## src/rtl/pee_pkg.sv

```systemverilog
// Shared constants, codes and command/status structs of the postfix expression evaluator.
package pee_pkg;

    localparam int STACK_DEPTH = 128;
    localparam int CNT_W       = $clog2(STACK_DEPTH + 1);
    localparam int PTR_W       = $clog2(STACK_DEPTH);
    localparam int DATA_W      = 32;
    localparam int STEP_W      = 5;
    localparam int DEPTH_OUT_W = 8;

    localparam logic [7:0] CH_PLUS  = 8'h2B;
    localparam logic [7:0] CH_MINUS = 8'h2D;
    localparam logic [7:0] CH_STAR  = 8'h2A;
    localparam logic [7:0] CH_SLASH = 8'h2F;
    localparam logic [7:0] CH_CARET = 8'h5E;
    localparam logic [7:0] CH_ZERO  = 8'h30;
    localparam logic [7:0] CH_NINE  = 8'h39;
    localparam logic [7:0] CH_SPACE = 8'h20;
    localparam logic [7:0] CH_CR    = 8'h0D;
    localparam logic [7:0] CH_LF    = 8'h0A;

    typedef enum logic [2:0] {
        ST_OK    = 3'd0,
        ST_UNDER = 3'd1,
        ST_OVER  = 3'd2,
        ST_DIVZ  = 3'd3,
        ST_BADCH = 3'd4
    } t_status;

    typedef enum logic [1:0] {
        CLS_SKIP,
        CLS_DIGIT,
        CLS_OPER,
        CLS_BAD
    } t_cls;

    typedef enum logic [2:0] {
        OP_ADD,
        OP_SUB,
        OP_MUL,
        OP_DIV,
        OP_POW
    } t_op;

    typedef struct packed {
        logic    load;
        logic    push;
        logic    set_err;
        t_status err_code;
        logic    rd;
        logic    alu_wr;
        logic    start;
        logic    step;
        logic    wb;
        logic    emit;
    } t_cmd;

    typedef struct packed {
        t_cls cls;
        t_op  op;
        logic err_any;
        logic full;
        logic few;
        logic b_zero;
        logic b_neg;
        logic a_zero;
        logic step_last;
    } t_sts;

endpackage

```

## src/rtl/pee_ctrl.sv

```systemverilog
// Sequencing state machine of the postfix expression evaluator.
module pee_ctrl (
    input  logic          i_clk,
    input  logic          i_rst_n,
    input  logic          i_in_valid,
    input  logic          i_out_stall,
    input  pee_pkg::t_sts i_sts,
    output pee_pkg::t_cmd o_cmd,
    output logic          o_in_stall,
    output logic          o_out_valid
);

    typedef enum logic [2:0] {
        S_IDLE,
        S_EXEC,
        S_OPND,
        S_ITER,
        S_WB,
        S_EMIT
    } t_state;

    t_state r_state;
    t_state n_state;
    logic   r_out_valid;
    logic   n_out_valid;
    logic   w_out_free;

    assign w_out_free  = !r_out_valid || !i_out_stall;
    assign o_in_stall  = (r_state != S_IDLE);
    assign o_out_valid = r_out_valid;

    always_comb begin
        o_cmd    = '0;
        o_cmd.err_code = pee_pkg::ST_OK;
        n_state  = r_state;
        unique case (r_state)
            S_IDLE: begin
                if (i_in_valid) begin
                    o_cmd.load = 1'b1;
                    n_state    = S_EXEC;
                end
            end
            S_EXEC: begin
                n_state = S_EMIT;
                if (!i_sts.err_any) begin
                    unique case (i_sts.cls)
                        pee_pkg::CLS_SKIP: ;
                        pee_pkg::CLS_DIGIT: begin
                            if (i_sts.full) begin
                                o_cmd.set_err  = 1'b1;
                                o_cmd.err_code = pee_pkg::ST_OVER;
                            end else begin
                                o_cmd.push = 1'b1;
                            end
                        end
                        pee_pkg::CLS_OPER: begin
                            if (i_sts.few) begin
                                o_cmd.set_err  = 1'b1;
                                o_cmd.err_code = pee_pkg::ST_UNDER;
                            end else begin
                                o_cmd.rd = 1'b1;
                                n_state  = S_OPND;
                            end
                        end
                        default: begin
                            o_cmd.set_err  = 1'b1;
                            o_cmd.err_code = pee_pkg::ST_BADCH;
                        end
                    endcase
                end
            end
            S_OPND: begin
                n_state = S_EMIT;
                unique case (i_sts.op)
                    pee_pkg::OP_ADD, pee_pkg::OP_SUB: begin
                        o_cmd.alu_wr = 1'b1;
                    end
                    pee_pkg::OP_MUL: begin
                        o_cmd.start = 1'b1;
                        n_state     = S_ITER;
                    end
                    pee_pkg::OP_DIV: begin
                        if (i_sts.b_zero) begin
                            o_cmd.set_err  = 1'b1;
                            o_cmd.err_code = pee_pkg::ST_DIVZ;
                        end else begin
                            o_cmd.start = 1'b1;
                            n_state     = S_ITER;
                        end
                    end
                    pee_pkg::OP_POW: begin
                        if (!i_sts.b_neg) begin
                            o_cmd.start = 1'b1;
                            n_state     = S_ITER;
                        end else if (i_sts.a_zero) begin
                            o_cmd.set_err  = 1'b1;
                            o_cmd.err_code = pee_pkg::ST_DIVZ;
                        end else begin
                            o_cmd.alu_wr = 1'b1;
                        end
                    end
                    default: ;
                endcase
            end
            S_ITER: begin
                o_cmd.step = 1'b1;
                if (i_sts.step_last) begin
                    n_state = S_WB;
                end
            end
            S_WB: begin
                o_cmd.wb = 1'b1;
                n_state  = S_EMIT;
            end
            S_EMIT: begin
                if (w_out_free) begin
                    o_cmd.emit = 1'b1;
                    n_state    = S_IDLE;
                end
            end
            default: n_state = S_IDLE;
        endcase
    end

    always_comb begin
        n_out_valid = r_out_valid;
        if (o_cmd.emit) begin
            n_out_valid = 1'b1;
        end else if (!i_out_stall) begin
            n_out_valid = 1'b0;
        end
    end

    always_ff @(posedge i_clk) begin
        if (!i_rst_n) begin
            r_state     <= S_IDLE;
            r_out_valid <= 1'b0;
        end else begin
            r_state     <= n_state;
            r_out_valid <= n_out_valid;
        end
    end

endmodule

```

## config.mk

```make
export PLATFORM = sky130hd
export DESIGN_NAME = pee_ctrl
export DESIGN_NICKNAME = d
export VERILOG_FILES = /design/src/rtl/pee_pkg.sv /design/src/rtl/pee_ctrl.sv
export SDC_FILE = /design/constraint.sdc
export NUM_CORES = 1
export LEC_CHECK = 0
export ABC_AREA = 1
export BUFFER_PORTS_ARGS = -buffer_cell sky130_fd_sc_hd__buf_2
export CAP_MARGIN = 20
export CORE_AREA = 4 4 41 43
export CTS_CLUSTER_DIAMETER = 40
export DETAILED_ROUTE_END_ITERATION = 7
export DIE_AREA = 0 0 45 47
export PLACE_DENSITY = 0.67
export SLEW_MARGIN = 20
export SYNTH_ARGS = -nofsm -noshare
export SYNTH_HDL_FRONTEND = slang
export SYNTH_SLANG_ARGS = --single-unit
```

## constraint.sdc

```tcl
create_clock -name i_clk -period 1.5 [get_ports i_clk]
set_input_delay 0 -clock i_clk [delete_from_list [all_inputs] [get_ports i_clk]]
set_output_delay 0 -clock i_clk [all_outputs]
set_load 0.01 [all_outputs]
```

==> run_results.csv <==
group,metric,value,unit
layout,n_fill_cell,150,
sta,max_freq,737,MHz
drt,drt_first_pass_iters,4,
sta,skew,2.46,ps
sta,hold_viol,0,
logic_synthesis,synth_top_family_by_area,"simple AND/OR/NAND/NOR gates",
clock_tree,cts.sinks,4,
drt,ant_nets,0,
clock_tree,clk_latency,230,ps
worst_hold_path,hp-start,"i_out_stall",
logic_synthesis,ys_warn_count,0,
logic_synthesis,yosysUniqueCellTypes,20,
grt,grt_busiest_layer,"met2",
layout,synthToLayoutAreaGrowth,44.8,%
drt,post_drt_via_cell_ratio,4.70,
logic_synthesis,avgSynthCellArea,5.51,sq um
clock_tree,numCtsBuffers,3,
worst_setup_path,reg2reg_slack,270,ps
sta,setup_ws,144,ps
worst_setup_path,reg2reg_to,"r_state[0]",
worst_setup_path,cpPeakStageDelay,390,ps
layout,drive_gt1_share,37.7,%
logic_synthesis,syn_nets,97,
logic_synthesis,synth_edf_count,0,
grt,grt.total_usage,12.6,%
logic_synthesis,synthesis.area,447,sq um
die,rows,13,
grt,grt_pass1_vias,518,
grt,grt-ovfl-total,0,
die,fp.dieArea,2120,sq um
sta,maxSlewHeadroom,79.5,%
placed_design,place_congestion,0.842,
layout,final_cell_mix,"buf_2, nand2_1, inv_1, nand3_1, nor2_1",
die,io_pins,30,
logic_synthesis,ys_seq_area_share,17.9,%
drt,wirelength,1210,microns
worst_setup_path,timing_worst_setup_path_type,"register to output pin",
worst_hold_path,min_path_type,"input pin to register",
worst_setup_path,r2r_start,"r_state[1]",
layout,ff_latch_area,81.3,sq um
logic_synthesis,synth_compound_area_share,12.9,%
worst_setup_path,cp-start-kind,"register",
logic_synthesis,ys.flop_type,"dfxtp_1",
grt,grt.met1_usage,16.2,%
layout,final_common_cell,"buf_2",
sta,rsz0062_at_grt,"no",
clock_tree,cts_max_level,1,
sta,fin_crit_sh,90.4,%
logic_synthesis,synth_cells,81,
logic_synthesis,ys_seq_elements,4,
layout,finalNetCount,132,
placed_design,io_buffers,29,
logic_synthesis,synth_fa_ha_area_share,0,%
placed_design,dp_hpwl,993,microns
grt,grt_pass1_wl,1960,microns
drt,drt_iter0_markers,15,
clock_tree,clock_path_buffers,2,
worst_setup_path,crit_path_end_kind,"output pin",
worst_setup_path,required,1500,ps
worst_setup_path,cp_data_arrival_time,1360,ps
logic_synthesis,yosys.area_share.simple,56.6,%
logic_synthesis,synth.area.mux_share,0,%
job,maxCapViolations,0,
sta,tns,0,ps
power,irDropWorstVdd,0.369,mV
worst_hold_path,hold_path_end,"o_out_valid",
sta,drv_slew,0,
worst_setup_path,crit_fanout,7,
die,start_util,34.3,%
worst_setup_path,reg2regPathDepth,7,
clock_tree,clk_pin_slew,40,ps
worst_setup_path,path_cells,"inv_2 > nor3_4 > nand2_2 > nor3_1 > buf_2",
die,core,1300,sq um
drt,post_drt_wl_per_cell,9.34,microns
placed_design,pre_cts_slack,299,ps
sta,min_period,1360,ps
worst_hold_path,hold_depth,3,
drt,vias,606,
power,leakagePower,0.000382,uW
die,dieHeight,47,microns
run_status,outcome,"completed",
grt,grt_max_degree,8,
layout,multi_input_area,313,sq um
grt,antenna_found_initial,0,
logic_synthesis,synth_xor_xnor_area_share,0,%
sta,tightest_slew,307,ps
grt,met3_usage,2.68,%
clock_tree,cts_tree,"yes",
grt,grtUsageMet2,19.5,%
die,fp.dieW,45,microns
clock_tree,clockRootBuffer,"clkbuf_4",
drt,drc,0,
worst_setup_path,cpMaxStageDelayCell,"dfxtp_2",
layout,n_antenna_cell,0,
logic_synthesis,ys_async_sr_fraction,0,%
power,power.density,642,nW/um^2
sta,setup_violations,0,
## stage by stage
| step | hold WS (ps) | area [sq um] | power [uW] | instances | util (%) |
|---|---|---|---|---|---|
| finish | 133 | 647 | 415 | 129 | 49.7 |
| global route | 143 | 647 | 451 | 129 | 49.7 |
| CTS | 129 | 636 | 411 | 128 | 48.8 |
| detailed placement | 207 | 603 | 270 | 124 | 46.3 |
| global placement | 209 | 603 | 271 | 124 | 46.3 |
| floorplan | 47.5 | 447 | 218 | 81 | - |
## critical path: cells and delay by family, from the launching register on
family	cells	cell delay, ps
and+or+nand+nor	3	510
DFF	1	390
buffers and inverters	2	220
## what timing repair did
item	CTS	global route
endpoints found under the hold margin	1	0
buffers inserted	0	1
gates resized for setup	0	2
hold buffers	1	0
endpoints found under the setup margin	0	4
## where the power goes
part	switching, uW	total, uW	internal (uW)
clock network	45.2	135	89.6
logic	85.1	151	65.6
registers	14.3	130	116
total	145	415	271
## synth_stat cells, types with 2 or more instances
cell | instances | share of area, %
dfxtp_1 | 4 | 18
nor2_2 | 2 | 2.8
o21ai_1 | 2 | 2.2
nor3_1 | 2 | 2.2
inv_1 | 12 | 10
a21oi_1 | 4 | 4.5
nor2_1 | 10 | 8.4
nand2_1 | 22 | 18
nand3_1 | 12 | 13
## layout make-up
cell class	count	area share, %
multi-input cells	63	48.4
flip-flops and latches	4	12.6
well taps	15	2.90
repair buffers	31	25.1
clock buffers	3	3.48
inverters	13	7.54
## cells by family (layout without fill, tap and decap cells)
family,after synthesis,in the layout
buf+inv,14,47
flops,4,4
simple gates,53,53
compound gates,10,10
## state kept, by name, summed over array words and instances (netlist names)
name and count:
o_out_valid 1, r_state 3
## metal layers
metal	up-vias	wire length [microns]
met4	0	0
met1	256	568
li1	328	-
met5	-	0
met2	22	551
met3	0	85
## worst max path at each step
stage	startpoint	end	slack, ps	cells after the start
floorplan	r_state[1]	r_state[0]	350	7
global placement	r_state[1]	r_state[0]	300	7
detailed placement	r_state[1]	r_state[0]	300	7
CTS	r_state[0]	o_cmd[10]	70	5
global route	r_state[0]	o_cmd[10]	10	5
finish	r_state[0]	o_cmd[10]	140	5
Power figures use the tool's default switching activity.
